`config.mk`:
```
export PLATFORM = sky130hd
export DESIGN_NAME = constant_current_charge_controller
export DESIGN_NICKNAME = d
export VERILOG_FILES = /design/src/rtl/core/cccc_pkg.sv /design/src/rtl/core/cccc_cfg.sv /design/src/rtl/core/cccc_step.sv /design/src/rtl/core/constant_current_charge_controller.sv
export SDC_FILE = /design/constraint.sdc
export NUM_CORES = 1
export LEC_CHECK = 0
export BUFFER_PORTS_ARGS = -buffer_cell sky130_fd_sc_hd__buf_2
export CAP_MARGIN = 25
export CORE_ASPECT_RATIO = 1.5
export CORE_MARGIN = 2
export CORE_UTILIZATION = 62
export CTS_BUF_LIST = sky130_fd_sc_hd__clkbuf_4 sky130_fd_sc_hd__clkbuf_8 sky130_fd_sc_hd__clkbuf_16
export DETAILED_ROUTE_END_ITERATION = 10
export GPL_TIMING_DRIVEN = 0
export PLACE_DENSITY = 0.8
export SYNTH_ARGS = -nofsm -noshare
export SYNTH_HDL_FRONTEND = slang
export SYNTH_HIERARCHICAL = 1
export SYNTH_SLANG_ARGS = --single-unit
```
`constraint.sdc`:
```
create_clock -name clk -period 3.4 [get_ports clk]
set_input_delay 0 -clock clk [delete_from_list [all_inputs] [get_ports clk]]
set_output_delay 0 -clock clk [all_outputs]
set_load 0.05 [all_outputs]
```
`src/rtl/core/cccc_pkg.sv`:
```
package cccc_pkg;

  localparam logic [7:0]        DUTY_MIN          = 8'd10;
  localparam logic [7:0]        DUTY_MAX          = 8'd254;
  localparam logic [9:0]        TICKS_PER_SECOND  = 10'd304;
  localparam logic [15:0]       PHASE_ONE_SECONDS = 16'd3000;
  localparam logic signed [7:0] REMOVED_TEMP      = -8'sd30;
  localparam logic [15:0]       SECONDS_MAX       = 16'hFFFF;

  localparam int CFG_IDX_W  = 4;
  localparam int CFG_DATA_W = 15;

  typedef enum logic [CFG_IDX_W-1:0] {
    CFG_SET_CURRENT      = 4'd0,
    CFG_FUSE_CURRENT     = 4'd1,
    CFG_MIN_DUTY_LIMIT   = 4'd2,
    CFG_OPEN_LIMIT       = 4'd3,
    CFG_FULL_TEMPERATURE = 4'd4,
    CFG_CRIT_TEMPERATURE = 4'd5,
    CFG_STOP_VOLTAGE     = 4'd6,
    CFG_TIMEOUT_SECONDS  = 4'd7
  } cccc_cfg_idx_t;

  typedef enum logic [2:0] {
    ST_IDLE        = 3'd0,
    ST_CHARGING    = 3'd1,
    ST_FULL        = 3'd2,
    ST_OVERCURRENT = 3'd3,
    ST_OVERHEAT    = 3'd4,
    ST_BATT_FAIL   = 3'd5,
    ST_REMOVED     = 3'd6
  } cccc_status_t;

  typedef enum logic [1:0] {
    CAUSE_NONE        = 2'd0,
    CAUSE_TEMPERATURE = 2'd1,
    CAUSE_TIMEOUT     = 2'd2,
    CAUSE_VOLTAGE     = 2'd3
  } cccc_cause_t;

  localparam logic KIND_START  = 1'b0;
  localparam logic KIND_SAMPLE = 1'b1;

  typedef struct packed {
    logic              kind;
    logic [9:0]        battery_current;
    logic [9:0]        battery_voltage;
    logic signed [7:0] temperature;
  } cccc_in_t;

  typedef struct packed {
    logic [7:0]   drive_level;
    cccc_status_t status;
    cccc_cause_t  full_cause;
    logic         voltage_checked;
  } cccc_out_t;

  typedef struct packed {
    logic [9:0]        set_current;
    logic [9:0]        fuse_current;
    logic [9:0]        min_duty_current_limit;
    logic [9:0]        open_current_limit;
    logic signed [7:0] full_temperature;
    logic signed [7:0] critical_temperature;
    logic [9:0]        stop_voltage;
    logic [14:0]       timeout_seconds;
  } cccc_cfg_t;

  typedef struct packed {
    logic        active;
    logic [7:0]  duty;
    logic [8:0]  tick_count;
    logic [15:0] elapsed_seconds;
    logic [15:0] last_seen_seconds;
  } cccc_state_t;

endpackage

```
`src/rtl/core/cccc_cfg.sv`:
```
module cccc_cfg (
  input  logic                          clk,
  input  logic                          rst_n,
  input  logic                          cfg_valid,
  output logic                          cfg_ready,
  input  logic [cccc_pkg::CFG_IDX_W-1:0]  cfg_index,
  input  logic [cccc_pkg::CFG_DATA_W-1:0] cfg_data,
  output cccc_pkg::cccc_cfg_t           cfg_o
);
  import cccc_pkg::*;

  cccc_cfg_t cfg_r;

  assign cfg_ready = 1'b1;
  assign cfg_o     = cfg_r;

  always_ff @(posedge clk) begin
    if (!rst_n) begin
      cfg_r.set_current            <= 10'd610;
      cfg_r.fuse_current           <= 10'd1022;
      cfg_r.min_duty_current_limit <= 10'd470;
      cfg_r.open_current_limit     <= 10'd50;
      cfg_r.full_temperature       <= 8'sd49;
      cfg_r.critical_temperature   <= 8'sd60;
      cfg_r.stop_voltage           <= 10'd900;
      cfg_r.timeout_seconds        <= 15'd3600;
    end else if (cfg_valid && cfg_ready) begin
      unique case (cfg_index)
        CFG_SET_CURRENT:      cfg_r.set_current            <= cfg_data[9:0];
        CFG_FUSE_CURRENT:     cfg_r.fuse_current           <= cfg_data[9:0];
        CFG_MIN_DUTY_LIMIT:   cfg_r.min_duty_current_limit <= cfg_data[9:0];
        CFG_OPEN_LIMIT:       cfg_r.open_current_limit     <= cfg_data[9:0];
        CFG_FULL_TEMPERATURE: cfg_r.full_temperature       <= $signed(cfg_data[7:0]);
        CFG_CRIT_TEMPERATURE: cfg_r.critical_temperature   <= $signed(cfg_data[7:0]);
        CFG_STOP_VOLTAGE:     cfg_r.stop_voltage           <= cfg_data[9:0];
        CFG_TIMEOUT_SECONDS:  cfg_r.timeout_seconds        <= cfg_data[14:0];
        default: ;
      endcase
    end
  end

endmodule

```
`src/rtl/core/cccc_step.sv`:
```
module cccc_step (
  input  cccc_pkg::cccc_cfg_t   cfg,
  input  cccc_pkg::cccc_state_t st,
  input  cccc_pkg::cccc_in_t    item,
  output cccc_pkg::cccc_state_t st_nxt,
  output cccc_pkg::cccc_out_t   res
);
  import cccc_pkg::*;

  logic       overcurrent;
  logic       batt_fail;
  logic       removed;
  logic       overheat;
  logic       full_temp;
  logic [7:0] duty_stepped;
  logic       timed_out;
  logic       volt_check;
  logic [9:0] tick_inc;
  logic       roll;
  logic [9:0] tick_wrap;

  assign overcurrent = (item.battery_current >= cfg.fuse_current) ||
                       ((st.duty == DUTY_MIN) &&
                        (item.battery_current > cfg.min_duty_current_limit));
  assign batt_fail   = (st.duty == DUTY_MAX) &&
                       (item.battery_current <= cfg.open_current_limit);
  assign removed     = item.temperature < REMOVED_TEMP;
  assign overheat    = item.temperature > cfg.critical_temperature;
  assign full_temp   = item.temperature > cfg.full_temperature;

  always_comb begin
    duty_stepped = st.duty;
    if (item.battery_current < cfg.set_current) begin
      if (st.duty < DUTY_MAX) duty_stepped = st.duty + 8'd1;
    end else if (item.battery_current > cfg.set_current) begin
      if (st.duty > DUTY_MIN) duty_stepped = st.duty - 8'd1;
    end
  end

  assign timed_out  = st.elapsed_seconds > {1'b0, cfg.timeout_seconds};
  assign volt_check = (st.last_seen_seconds != st.elapsed_seconds) &&
                      (st.elapsed_seconds > PHASE_ONE_SECONDS);
  assign tick_inc   = {1'b0, st.tick_count} + 10'd1;
  assign roll       = tick_inc > TICKS_PER_SECOND;
  assign tick_wrap  = roll ? (tick_inc - TICKS_PER_SECOND) : tick_inc;

  always_comb begin
    st_nxt = st;
    res.drive_level     = 8'd0;
    res.status          = ST_IDLE;
    res.full_cause      = CAUSE_NONE;
    res.voltage_checked = 1'b0;
    priority if (item.kind == KIND_START) begin
      st_nxt.active            = 1'b1;
      st_nxt.duty              = DUTY_MIN;
      st_nxt.tick_count        = 9'd0;
      st_nxt.elapsed_seconds   = 16'd0;
      st_nxt.last_seen_seconds = 16'd0;
      res.drive_level          = DUTY_MIN;
      res.status               = ST_CHARGING;
    end else if (!st.active) begin
      res.status = ST_IDLE;
    end else if (overcurrent) begin
      st_nxt.active = 1'b0;
      res.status    = ST_OVERCURRENT;
    end else if (batt_fail) begin
      st_nxt.active = 1'b0;
      res.status    = ST_BATT_FAIL;
    end else if (removed) begin
      st_nxt.active = 1'b0;
      res.status    = ST_REMOVED;
    end else if (overheat) begin
      st_nxt.active = 1'b0;
      res.status    = ST_OVERHEAT;
    end else if (full_temp) begin
      st_nxt.active  = 1'b0;
      res.status     = ST_FULL;
      res.full_cause = CAUSE_TEMPERATURE;
    end else begin
      st_nxt.duty = duty_stepped;
      priority if (timed_out) begin
        st_nxt.active  = 1'b0;
        res.status     = ST_FULL;
        res.full_cause = CAUSE_TIMEOUT;
      end else if (volt_check && (item.battery_voltage >= cfg.stop_voltage)) begin
        st_nxt.active            = 1'b0;
        st_nxt.last_seen_seconds = st.elapsed_seconds;
        res.status               = ST_FULL;
        res.full_cause           = CAUSE_VOLTAGE;
        res.voltage_checked      = 1'b1;
      end else begin
        st_nxt.last_seen_seconds = st.elapsed_seconds;
        st_nxt.tick_count        = tick_wrap[8:0];
        if (roll && (st.elapsed_seconds != SECONDS_MAX))
          st_nxt.elapsed_seconds = st.elapsed_seconds + 16'd1;
        res.drive_level     = duty_stepped;
        res.status          = ST_CHARGING;
        res.voltage_checked = volt_check;
      end
    end
  end

endmodule

```
`src/rtl/core/constant_current_charge_controller.sv`:
```
// Constant-current fast-charge session controller. A start transfer opens a
// session at minimum duty; each sample transfer (current, voltage, temperature)
// yields one result with the drive level, status and cause of any stop. One
// item per clock: an input register feeds a single pass of compare and
// duty-step logic into the result register, and the session state updates
// as the item moves across, so throughput is one item per cycle while
// out_ready stays high. Configuration writes are taken every cycle and
// apply from the next item; write them only while no item is in flight.
module constant_current_charge_controller (
  input  logic                            clk,
  input  logic                            rst_n,
  input  logic                            in_valid,
  output logic                            in_ready,
  input  cccc_pkg::cccc_in_t              in_data,
  output logic                            out_valid,
  input  logic                            out_ready,
  output cccc_pkg::cccc_out_t             out_data,
  input  logic                            cfg_valid,
  output logic                            cfg_ready,
  input  logic [cccc_pkg::CFG_IDX_W-1:0]  cfg_index,
  input  logic [cccc_pkg::CFG_DATA_W-1:0] cfg_data
);
  import cccc_pkg::*;

  cccc_cfg_t   cfg;
  cccc_in_t    in_data_r;
  logic        in_vld_r;
  cccc_out_t   out_data_r;
  logic        out_vld_r;
  cccc_state_t st_r;
  cccc_state_t st_nxt;
  cccc_out_t   res;
  logic        adv;

  cccc_cfg u_cfg (
    .clk       (clk),
    .rst_n     (rst_n),
    .cfg_valid (cfg_valid),
    .cfg_ready (cfg_ready),
    .cfg_index (cfg_index),
    .cfg_data  (cfg_data),
    .cfg_o     (cfg)
  );

  cccc_step u_step (
    .cfg    (cfg),
    .st     (st_r),
    .item   (in_data_r),
    .st_nxt (st_nxt),
    .res    (res)
  );

  assign adv       = in_vld_r && (!out_vld_r || out_ready);
  assign in_ready  = !in_vld_r || adv;
  assign out_valid = out_vld_r;
  assign out_data  = out_data_r;

  always_ff @(posedge clk) begin
    if (!rst_n) begin
      in_vld_r <= 1'b0;
    end else if (in_valid && in_ready) begin
      in_vld_r <= 1'b1;
    end else if (adv) begin
      in_vld_r <= 1'b0;
    end
  end

  always_ff @(posedge clk) begin
    if (in_valid && in_ready) in_data_r <= in_data;
  end

  always_ff @(posedge clk) begin
    if (!rst_n) begin
      out_vld_r <= 1'b0;
      st_r      <= '0;
    end else if (adv) begin
      out_vld_r <= 1'b1;
      st_r      <= st_nxt;
    end else if (out_ready) begin
      out_vld_r <= 1'b0;
    end
  end

  always_ff @(posedge clk) begin
    if (adv) out_data_r <= res;
  end

  // drive only while charging
  a_drive_off: assert property (@(posedge clk) disable iff (!rst_n)
    out_vld_r && (out_data_r.status != ST_CHARGING) |-> out_data_r.drive_level == 8'd0)
    else $error("drive level non-zero outside charging");

  a_cause_full: assert property (@(posedge clk) disable iff (!rst_n)
    out_vld_r && (out_data_r.full_cause != CAUSE_NONE) |-> out_data_r.status == ST_FULL)
    else $error("full cause without full status");

  a_duty_range: assert property (@(posedge clk) disable iff (!rst_n)
    st_r.active |-> (st_r.duty >= DUTY_MIN) && (st_r.duty <= DUTY_MAX))
    else $error("duty outside range during session");

  a_tick_range: assert property (@(posedge clk) disable iff (!rst_n)
    {1'b0, st_r.tick_count} <= TICKS_PER_SECOND)
    else $error("tick count beyond one second");

  a_state_hold: assert property (@(posedge clk) disable iff (!rst_n)
    !adv |=> $stable(st_r))
    else $error("session state moved without a transfer");

endmodule

```
==> results of run 1 <==
==> layer usage <==
metal	part of all wire, %	wire (µm)	up-vias	global-route usage, %
met5	0	0	-	0
met4	5.8	1750	0	18.2
met3	5.2	1580	118	4.37
met2	52	15700	395	58.4
met1	37	11100	4559	34.9
li1	-	-	4660	-
==> per-stage QoR <==
step,area (µm²),power [W]
2_1_floorplan,11000,0.00258
3_3_place_gp,11600,0.00273
3_5_place_dp,11600,0.00275
4_1_cts,12800,0.00479
5_1_grt,12900,0.00495
6_report,12900,0.00481
==> worst max-delay path: cells and delay by family, from the launching register on <==
family	cells	cell delay, ps
simple gates	4	620
flops	1	420
mux	1	120
fa+ha+maj	1	290
compound gates	5	1070
buf+inv	3	610
==> registers in the layout, indices dropped and copies added, names as in the netlist <==
name         count
out_valid        1
in_vld_r         1
in_data_r       29
st_r            50
out_data        14
u_cfg/cfg_o     81
==> worst paths after layout <==
check,startpoint,end,slack (ps),cells past startpoint
setup reg to reg,in_data_r[21],st_r[25],190,14
hold reg to reg,st_r[34],st_r[34],460,2
setup / recovery,in_data_r[21],st_r[25],190,14
hold / removal,rst_n,u_cfg/cfg_o[72],20,3
==> kinds of logic after synthesis <==
kind of cell | share of synthesized area, %
XOR/XNOR | 2.15
adder cells (fa/ha/maj) | 10.1
buffers and inverters | 7.66
multiplexers | 10.9
flip-flops | 36.0
other | 0.0341
AO/OA/AOI/OAI | 11.7
AND/OR/NAND/NOR | 21.4
==> cells in the mapped netlist, types with 6 or more instances <==
cell,number,area [µm²]
a211oi_1,7,52.6
a21o_1,11,82.6
a21oi_1,64,320
and3_1,10,62.6
buf_12,6,120
buf_2,29,145
buf_4,7,52.6
buf_6,6,67.6
clkbuf_1,20,75.1
dfxtp_1,133,2660
edfxtp_1,43,1290
ha_1,89,1110
inv_1,98,368
mux2i_1,119,1190
nand2_1,227,852
nand2b_1,32,200
nand3_1,49,245
nand4_1,22,138
nor2_1,31,116
nor2b_1,23,144
nor3_1,18,90.1
nor4_1,9,56.3
o211ai_1,6,45.0
o21ai_0,56,280
or3_1,9,56.3
xnor2_1,6,52.6
xor2_1,21,184
==> power by group <==
| group | total [W] | switching (W) | internal, W |
|---|---|---|---|
| combinational | 0.000552 | 0.000330 | 0.000223 |
| clock | 0.00203 | 0.000971 | 0.00106 |
| sequential | 0.00222 | 0.0000332 | 0.00219 |
| total | 0.00481 | 0.00133 | 0.00347 |
==> timing repair <==
| action | CTS | global route |
|---|---|---|
| setup buffers | 0 | 7 |
| hold buffers | 53 | 0 |
| hold endpoints to repair | 92 | 0 |
| gates resized for setup | 2 | 14 |
| endpoints found under the setup margin | 24 | 40 |
| pin swaps | 1 | 3 |
==> cell type report <==
type                            instances  area, µm²  share of cell area (%)
Multi-Input combinational cell        911       6240                    48.5
Sequential cell                       176       3960                    30.7
Timing Repair Buffer                  126        936                    7.27
Buffer                                 70        477                    3.70
Clock buffer                           17        425                    3.31
Inverter                               99        372                    2.89
Tap cell                              213        267                    2.07
Clock inverter                         15        195                    1.52
==> impl_results.md, run 1 <==
* Fillers at 1232
* Fin nets at 1543
* Final min period at approximately 3200 ps
* Worst-margin pin slew at around 860 ps
* DR WL/cell at about 19 µm
* Worst hold slack at approximately 23 ps
* Hold crit path type: in2reg
* Initial antenna violation count at 0
* Synth unique cells at 84
* Number of routed nets with antenna violations at 0
* Worst-path maximum fanout at 10
* Syn. warnings at 6
* H-tree levels at 4
* Worst relative slew slack at 42.0%
* Total count of max-transition violations in the final report at 0
* Ant. Diodes at 0
* Maximum root-to-sink buffer count at 2
* Syn avg cell area at 8.75 µm²
* CTS tree: built
* CP max stage cell: edfxtp_1
* CP Cell Sequence: buf_4 -> ha_1 -> a21o_1 -> a21o_1 -> a221oi_1 -> o2111ai_1 -> and3_1 -> nand4_4 -> buf_4 -> buf_4 -> o211ai_1 -> nand2_1 -> nand2_1 -> mux2i_1
* Via count at a little under 10000
* Root Buffer: clkbuf_16
* Layout Utilization at roughly three quarters
* Layout cell share with drive strength beyond 1 at a little over an eighth
* WP data required at around 3800 ps
* Post-synthesis net count at between 1000 and 1500
* Clk sinks at ~180
* Pre-antenna DRT Iters at 7
* Seq cells post-synth at between 150 and 200
* Pin count of the biggest net entering global routing at 24
* Total grt overflow at 0
* Power density over cell area at about 370 nW/µm²
* CP Capture Type: flip-flop
* Final cell count without fillers at roughly 1600
* Final hold violation count at 0
* Critical path class: reg2reg
* Initial Utilization at roughly 63%
* I/O Buffers at between 60 and 70
* Overall Global Routing Usage at 32.0%
* Die H at 167 µm
* Die Width at about 110 µm
* Clk_skew at roughly 12 ps
* Rows at 59
* Most frequent cells in the layout: nand2_1, dfxtp_1, mux2i_1, inv_1, buf_2
* Top_reg_cell synth: dfxtp_1
* Boundary Pins at 70
* Pleak at 5.58 nW
* Post-route DRC at 0
* Via-to-Cell Ratio at ~6
* Status: complete, no violations
* Reg clk slew, reported paths at about 80 ps
* DP HPWL at roughly 22000 µm
* Max VDD drop at about 0.00035 V
* Routability cong. at between 0.9 and 1
* Element type at the critical path start: flip-flop
* Pre-CTS setup slack at -153 ps
* Synth async-reset ratio at 0%
* Core Area at 17300 µm²
* CTS Buf Count at 17
* Most common cell after layout, fill and taps aside: nand2_1
* Fmax at around 310 MHz
* Register area share after synthesis at 36.0%
* Final setup TNS at 0 ps
* Syn Inst Count at 1256
* First-pass GRT wire length at around 48000 µm
* Mapped Area at about 11000 µm²
* Vias in the first global route at ~9700
* Area grow syn2layout at 17.2%
* Worst path max stage delay at approximately 420 ps
* Post-Route WL at ~30000 µm
* Final worst slack at 189 ps
* Reported max-cap violation count at 0
* Placed Cells incl. Taps at 1535
* CP most frequent cell: buf_4
* Die area at around 19000 µm²
* Post-synth EDFFs at 43
* Final setup viols at 0
* Critical path arrival at 3590 ps
* Initial DRC count at ~580
* Final worst-path cycle share at a little over nine tenths
* Latest clock arrival within the worst-skew pair at roughly 450 ps
No activity file was read; power rests on OpenSTA's default activity.
==> run 2: changes to the inputs <==
--- a/config.mk
+++ b/config.mk
@@ -7,7 +7,6 @@
 export LEC_CHECK = 0
 export BUFFER_PORTS_ARGS = -buffer_cell sky130_fd_sc_hd__buf_2
 export CAP_MARGIN = 25
-export CORE_ASPECT_RATIO = 1.5
 export CORE_MARGIN = 2
 export CORE_UTILIZATION = 62
 export CTS_BUF_LIST = sky130_fd_sc_hd__clkbuf_4 sky130_fd_sc_hd__clkbuf_8 sky130_fd_sc_hd__clkbuf_16
==> run 2 against run 1 <==
Net effect: register-to-register slack worse by 80 ps; routed wire length shrank 2.8%; critical path depth unchanged; first-iteration DRC count rose by 85%; final area fell by 0.38%; core utilization decreased by 0.062 points; clock power fell by 3%; cell count is 0.68% higher; maximum frequency fell by 2.4%; global-route usage fell by 0.26 points; clock-buffer cell count did not move; largest cell class unchanged.
==> impl_results.md, run 2 (synthesis gave the netlist of run 1 again) <==
* Top Usage Layer GRT: met2
* Total count of max-transition violations in the final report at 0
* Die Width at 137 µm
* Worst path max stage delay at around 440 ps
* Most common cell after layout, fill and taps aside: nand2_1
* Overall Global Routing Usage at 31.8%
* M2 GR Usage at between 50% and 60%
* CP max stage cell: a221oi_1
* Max FFs per register at about 80
* Number of routed nets with antenna violations at 0
* Final setup TNS at 0 ps
* RSZ-0062 raised after global routing: no
* Hold crit path type: in2reg
* Critical path class: reg2reg
* Die H at 137 µm
* DP HPWL at a little over 20000 µm
* Worst-margin pin slew at about 760 ps
* Initial antenna violation count at 0
* Worst-path maximum fanout at 10
* Element type at the critical path start: flip-flop
* Via-to-Cell Ratio at 5.99
* Die area at ~19000 µm²
* Final worst-path cycle share at approximately 97%
* Ant. Diodes at 0
* Pint at approximately 0.0034 W
* Latest clock arrival within the worst-skew pair at between 400 and 500 ps
* Initial DRC count at approximately 1100
* Clock power share at about two fifths
* Switch Pwr at about 0.0013 W
* Rows at 48
* Met1 Track Usage GR at ~43%
* Worst relative slew slack at between 40% and 50%
* Clk_skew at between 15 and 20 ps
* CP Capture Type: flip-flop
* Post-Route WL at about 30000 µm
* I/O Buffers at 65
* Final setup viols at 0
* Vias in the first global route at between 9000 and 10000
* First-pass GRT wire length at ~47000 µm
* Fin nets at between 1500 and 2000
* Critical path arrival at approximately 3700 ps
* Post-route design area at approximately 13000 µm²
* Reg power frac at 47.0%
* Initial Utilization at 63.5%
* Reported max-cap violation count at 0
* Most frequent cells in the layout: nand2_1, dfxtp_1, mux2i_1, inv_1, buf_2
* Maximum root-to-sink buffer count at 2
* CTS tree: built
* Layout cell share with drive strength beyond 1 at between 10% and 20%
* Boundary Pins at 70
* Met3 Use GR at under 10%
* Status: complete, no violations
* Pre-antenna DRT Iters at 6
* Area grow syn2layout at 16.7%
* Via count at a little under 10000
* Routability cong. at 0.952
* Core Area at 17300 µm²
* Fmax at between 300 and 400 MHz
* Total grt overflow at 0
* Clk sinks at 176
* CTS Buf Count at 17
* Switch share at about 28%
* WP data required at approximately 3800 ps
* H-tree levels at 4
* Max VDD drop at 0.000372 V
* Comb pwr share at a little under an eighth
* DR WL/cell at 17.9 µm
* Pin count of the biggest net entering global routing at 24
* Reg clk slew, reported paths at around 80 ps
* Pleak at between 5 and 6 nW
* FF-to-FF setup slack at roughly 110 ps
* Power density over cell area at 369 nW/µm²
* Final min period at 3290 ps
* Root Buffer: clkbuf_16
* CP Cell Sequence: buf_4 -> ha_1 -> a21o_1 -> a21o_1 -> a221oi_1 -> o2111ai_2 -> and3_1 -> nand4_2 -> buf_2 -> buf_4 -> o21ai_0 -> a21oi_1 -> nand2_1 -> mux2i_1
* Area after DPL at approximately 12000 µm²
* Final hold violation count at 0
* Post-route DRC at 0
[run 2: final timing paths]
path         cells after the start      startpoint              to
min                              3           rst_n         st_r[5]
max reg2reg                     14   in_data_r[21]        st_r[35]
min reg2reg                      2  u_cfg/cfg_o[6]  u_cfg/cfg_o[6]
max                             14   in_data_r[21]        st_r[35]
[run 2: routing by layer]
metal	up-vias	share of wire, %
met5	-	0
met4	0	2.4
met3	60	8.1
met2	454	46
met1	4620	44
li1	4672	-
[run 2: final cells by class]
type                    count  area [µm²]
well taps                 225         282
fillers                  1298        4470
multi-input cells         911        6220
plain buffers              70         475
repair buffers            125         926
flip-flops and latches    176        3960
inverters                  99         372
clock inverters            15         166
clock buffers              17         425
[run 2: worst max-delay path, delay by kind of cell (launching register included)]
kind | cells | cell delay (ps)
AOI/OAI and AO/OA | 6 | 1260
buffers and inverters | 3 | 660
and+or+nand+nor | 3 | 460
DFF | 1 | 420
adders and majority gates | 1 | 280
muxes | 1 | 130
[run 2: through the flow]
step                      utilization (%)  hold WS, ps  instances  setup WS, ps  total power [W]
after floorplan                         -         98.9       1256           594          0.00258
after global placement               67.0          176       1546         -41.3          0.00273
after detailed placement             67.2          178       1547          -135          0.00274
after CTS                            73.7         45.9       1631          85.6          0.00472
after global routing                 74.1         73.9       1638          1.34          0.00487
final                                74.1         58.0       1638           109          0.00473
[run 2: power by group through the flow]
stage	registers, W	logic (W)	clock network (W)
finish	0.00222	0.000545	0.00196
global route	0.00223	0.000587	0.00206
CTS	0.00222	0.000525	0.00197
detailed placement	0.00227	0.000472	0
global placement	0.00227	0.000454	0
floorplan	0.00228	0.000301	0
[run 2: timing repair]
action	in CTS	in global routing
buffers inserted	0	7
hold buffers	52	0
pin swaps	0	5
gates resized for setup	2	10
endpoints found under the hold margin	93	0
setup endpoints to repair	16	32
==> run 3: changes to the inputs <==
--- a/config.mk
+++ b/config.mk
@@ -7,12 +7,12 @@
 export LEC_CHECK = 0
 export BUFFER_PORTS_ARGS = -buffer_cell sky130_fd_sc_hd__buf_2
 export CAP_MARGIN = 25
-export CORE_MARGIN = 2
+export CORE_MARGIN = 5
 export CORE_UTILIZATION = 62
 export CTS_BUF_LIST = sky130_fd_sc_hd__clkbuf_4 sky130_fd_sc_hd__clkbuf_8 sky130_fd_sc_hd__clkbuf_16
 export DETAILED_ROUTE_END_ITERATION = 10
 export GPL_TIMING_DRIVEN = 0
-export PLACE_DENSITY = 0.8
+export PLACE_DENSITY = 0.81
 export SYNTH_ARGS = -nofsm -noshare
 export SYNTH_HDL_FRONTEND = slang
 export SYNTH_HIERARCHICAL = 1
==> run 3 against run 2 <==
Net effect: critical path depth is the same; clock skew shrank 3.7 ps; register-to-register slack gained 40 ps; non-clock buffer count shrank 2; clock-buffer cell count is the same; power shrank 2.0%.
==> impl_results.md, run 3 (synthesis gave the netlist of run 1 again) <==
* Status: complete, no violations
* Via count at just under 10000
* Die Width at 143 µm
* Pin count of the biggest net entering global routing at 24
* Clk sinks at approximately 180
* Clock power share at ~40%
* Pint at around 0.0034 W
* Max VDD drop at approximately 0.00038 V
* H-tree levels at 4
* Placed Cells incl. Taps at between 1500 and 2000
* Worst path max stage delay at approximately 400 ps
* Power density over cell area at 363 nW/µm²
* Final worst slack at approximately 140 ps
* Boundary Pins at 70
* Comb pwr share at 11.7%
* CTS Buf Count at 17
* Overall Global Routing Usage at between 20 and 30%
* DR WL/cell at 18.0 µm
* CP Capture Type: flip-flop
* CTS tree: built
* Critical path arrival at between 3000 and 4000 ps
* First-pass GRT wire length at about 47000 µm
* Initial DRC count at just over 900
* Reported max-cap violation count at 0
* Reg power frac at a little under half
* Area grow syn2layout at 16.2%
* Final min period at between 3000 and 4000 ps
* Total grt overflow at 0
* Final worst-path cycle share at a little over nine tenths
* Rows at 48
* Hold crit path type: in2reg
* Most common cell after layout, fill and taps aside: nand2_1
* Layout cell share with drive strength beyond 1 at a little over an eighth
* Fmax at ~310 MHz
* Final setup viols at 0
* WP data required at between 3000 and 4000 ps
* Max FFs per register at approximately 80
* Reg clk slew, reported paths at 70 ps
* I/O Buffers at 65
* Initial antenna violation count at 0
* Post-Route WL at roughly 29000 µm
* Total count of max-transition violations in the final report at 0
* Element type at the critical path start: flip-flop
* Die area at a little over 20000 µm²
* Vias in the first global route at a little over 9000
* Worst-margin pin slew at 787 ps
* CP max stage cell: edfxtp_1
* Pleak at approximately 5.5 nW
* Switch share at between 20% and 30%
* Initial Utilization at a little over three fifths
* Core Area at approximately 17000 µm²
* FF-to-FF setup slack at around 140 ps
* Die H at between 100 and 150 µm
* Pre-antenna DRT Iters at 6
* DP HPWL at 20700 µm
* Fin nets at approximately 1500
* Maximum root-to-sink buffer count at 2
* Pre-CTS setup slack at -137 ps
* Routability cong. at ~0.92
* CP Cell Sequence: buf_4 -> ha_1 -> a21o_1 -> a21o_1 -> a221oi_1 -> o2111ai_1 -> and3_1 -> nand4_2 -> buf_2 -> buf_4 -> mux2i_1 -> nor2_1 -> nand2_1 -> mux2i_1
* Post-route DRC at 0
* Worst relative slew slack at between 40 and 50%
* Via-to-Cell Ratio at a little under 6
* Final cell count without fillers at between 1500 and 2000
* Switch Pwr at around 0.0013 W
* Clk_skew at around 12 ps
* Latest clock arrival within the worst-skew pair at approximately 440 ps
* Worst-path maximum fanout at 10
* Critical path class: reg2reg
* Root Buffer: clkbuf_16
* Most frequent cells in the layout: nand2_1, dfxtp_1, mux2i_1, inv_1, buf_2
* Ant. Diodes at 0
* Number of routed nets with antenna violations at 0
* Final hold violation count at 0
==> run 3: what timing repair did <==
action / CTS / global route
hold buffers: 52 / 0
hold endpoints to repair: 92 / 0
endpoints found under the setup margin: 17 / 39
resized for setup: 1 / 11
pin swaps: 0 / 5
setup buffers: 0 / 5
==> run 3: final cells by class <==
type | instances | area, µm²
sequential | 176 | 3960
tap | 225 | 282
timing repair buffer | 123 | 911
fill | 1279 | 4590
clock inverter | 15 | 126
multi-input combinational | 911 | 6220
clock buffer | 17 | 425
inverter | 99 | 372
buffer | 70 | 474
==> run 3: worst paths after layout <==
| path | cells after the start | startpoint | endpoint |
|---|---|---|---|
| worst min-delay path | 3 | rst_n | st_r[48] |
| worst min register to register | 2 | u_cfg/cfg_o[49] | u_cfg/cfg_o[49] |
| worst max register to register | 14 | in_data_r[21] | st_r[37] |
| worst max-delay path | 14 | in_data_r[21] | st_r[37] |
==> run 3: worst max-delay path, delay by kind of cell, from the launching register on <==
kind            cells  cell delay, ps
flops               1             390
buf+inv             3             670
simple gates        4             550
mux                 2             270
fa+ha+maj           1             280
compound gates      4             980
==> run 3: power groups by stage <==
stage	Sequential, W	Combinational [W]	Clock, W
2_1_floorplan	0.00228	0.000301	0
3_3_place_gp	0.00227	0.000455	0
3_5_place_dp	0.00227	0.000470	0
4_1_cts	0.00222	0.000521	0.00189
5_1_grt	0.00223	0.000582	0.00198
6_report	0.00222	0.000541	0.00187
==> run 3: metrics by stage <==
stage	TNS (ps)	area (µm²)	util (%)	total power [W]	hold slack, ps
2_1_floorplan	0	11000	-	0.00258	98.9
3_3_place_gp	-174	11600	66.8	0.00273	176
3_5_place_dp	-1650	11600	67.0	0.00274	178
4_1_cts	0	12700	73.2	0.00463	13.2
5_1_grt	-18.5	12800	73.5	0.00479	27.4
6_report	0	12800	73.5	0.00463	30.6
==> run 3: layer usage <==
| layer | vias to the layer above | track usage (%) | share of wire [%] |
|---|---|---|---|
| met5 | - | 0 | 0 |
| met2 | 443 | 46.0 | 45 |
| met3 | 68 | 5.89 | 8.3 |
| met4 | 0 | 10.0 | 2.6 |
| met1 | 4576 | 39.6 | 44 |
| li1 | 4667 | - | - |
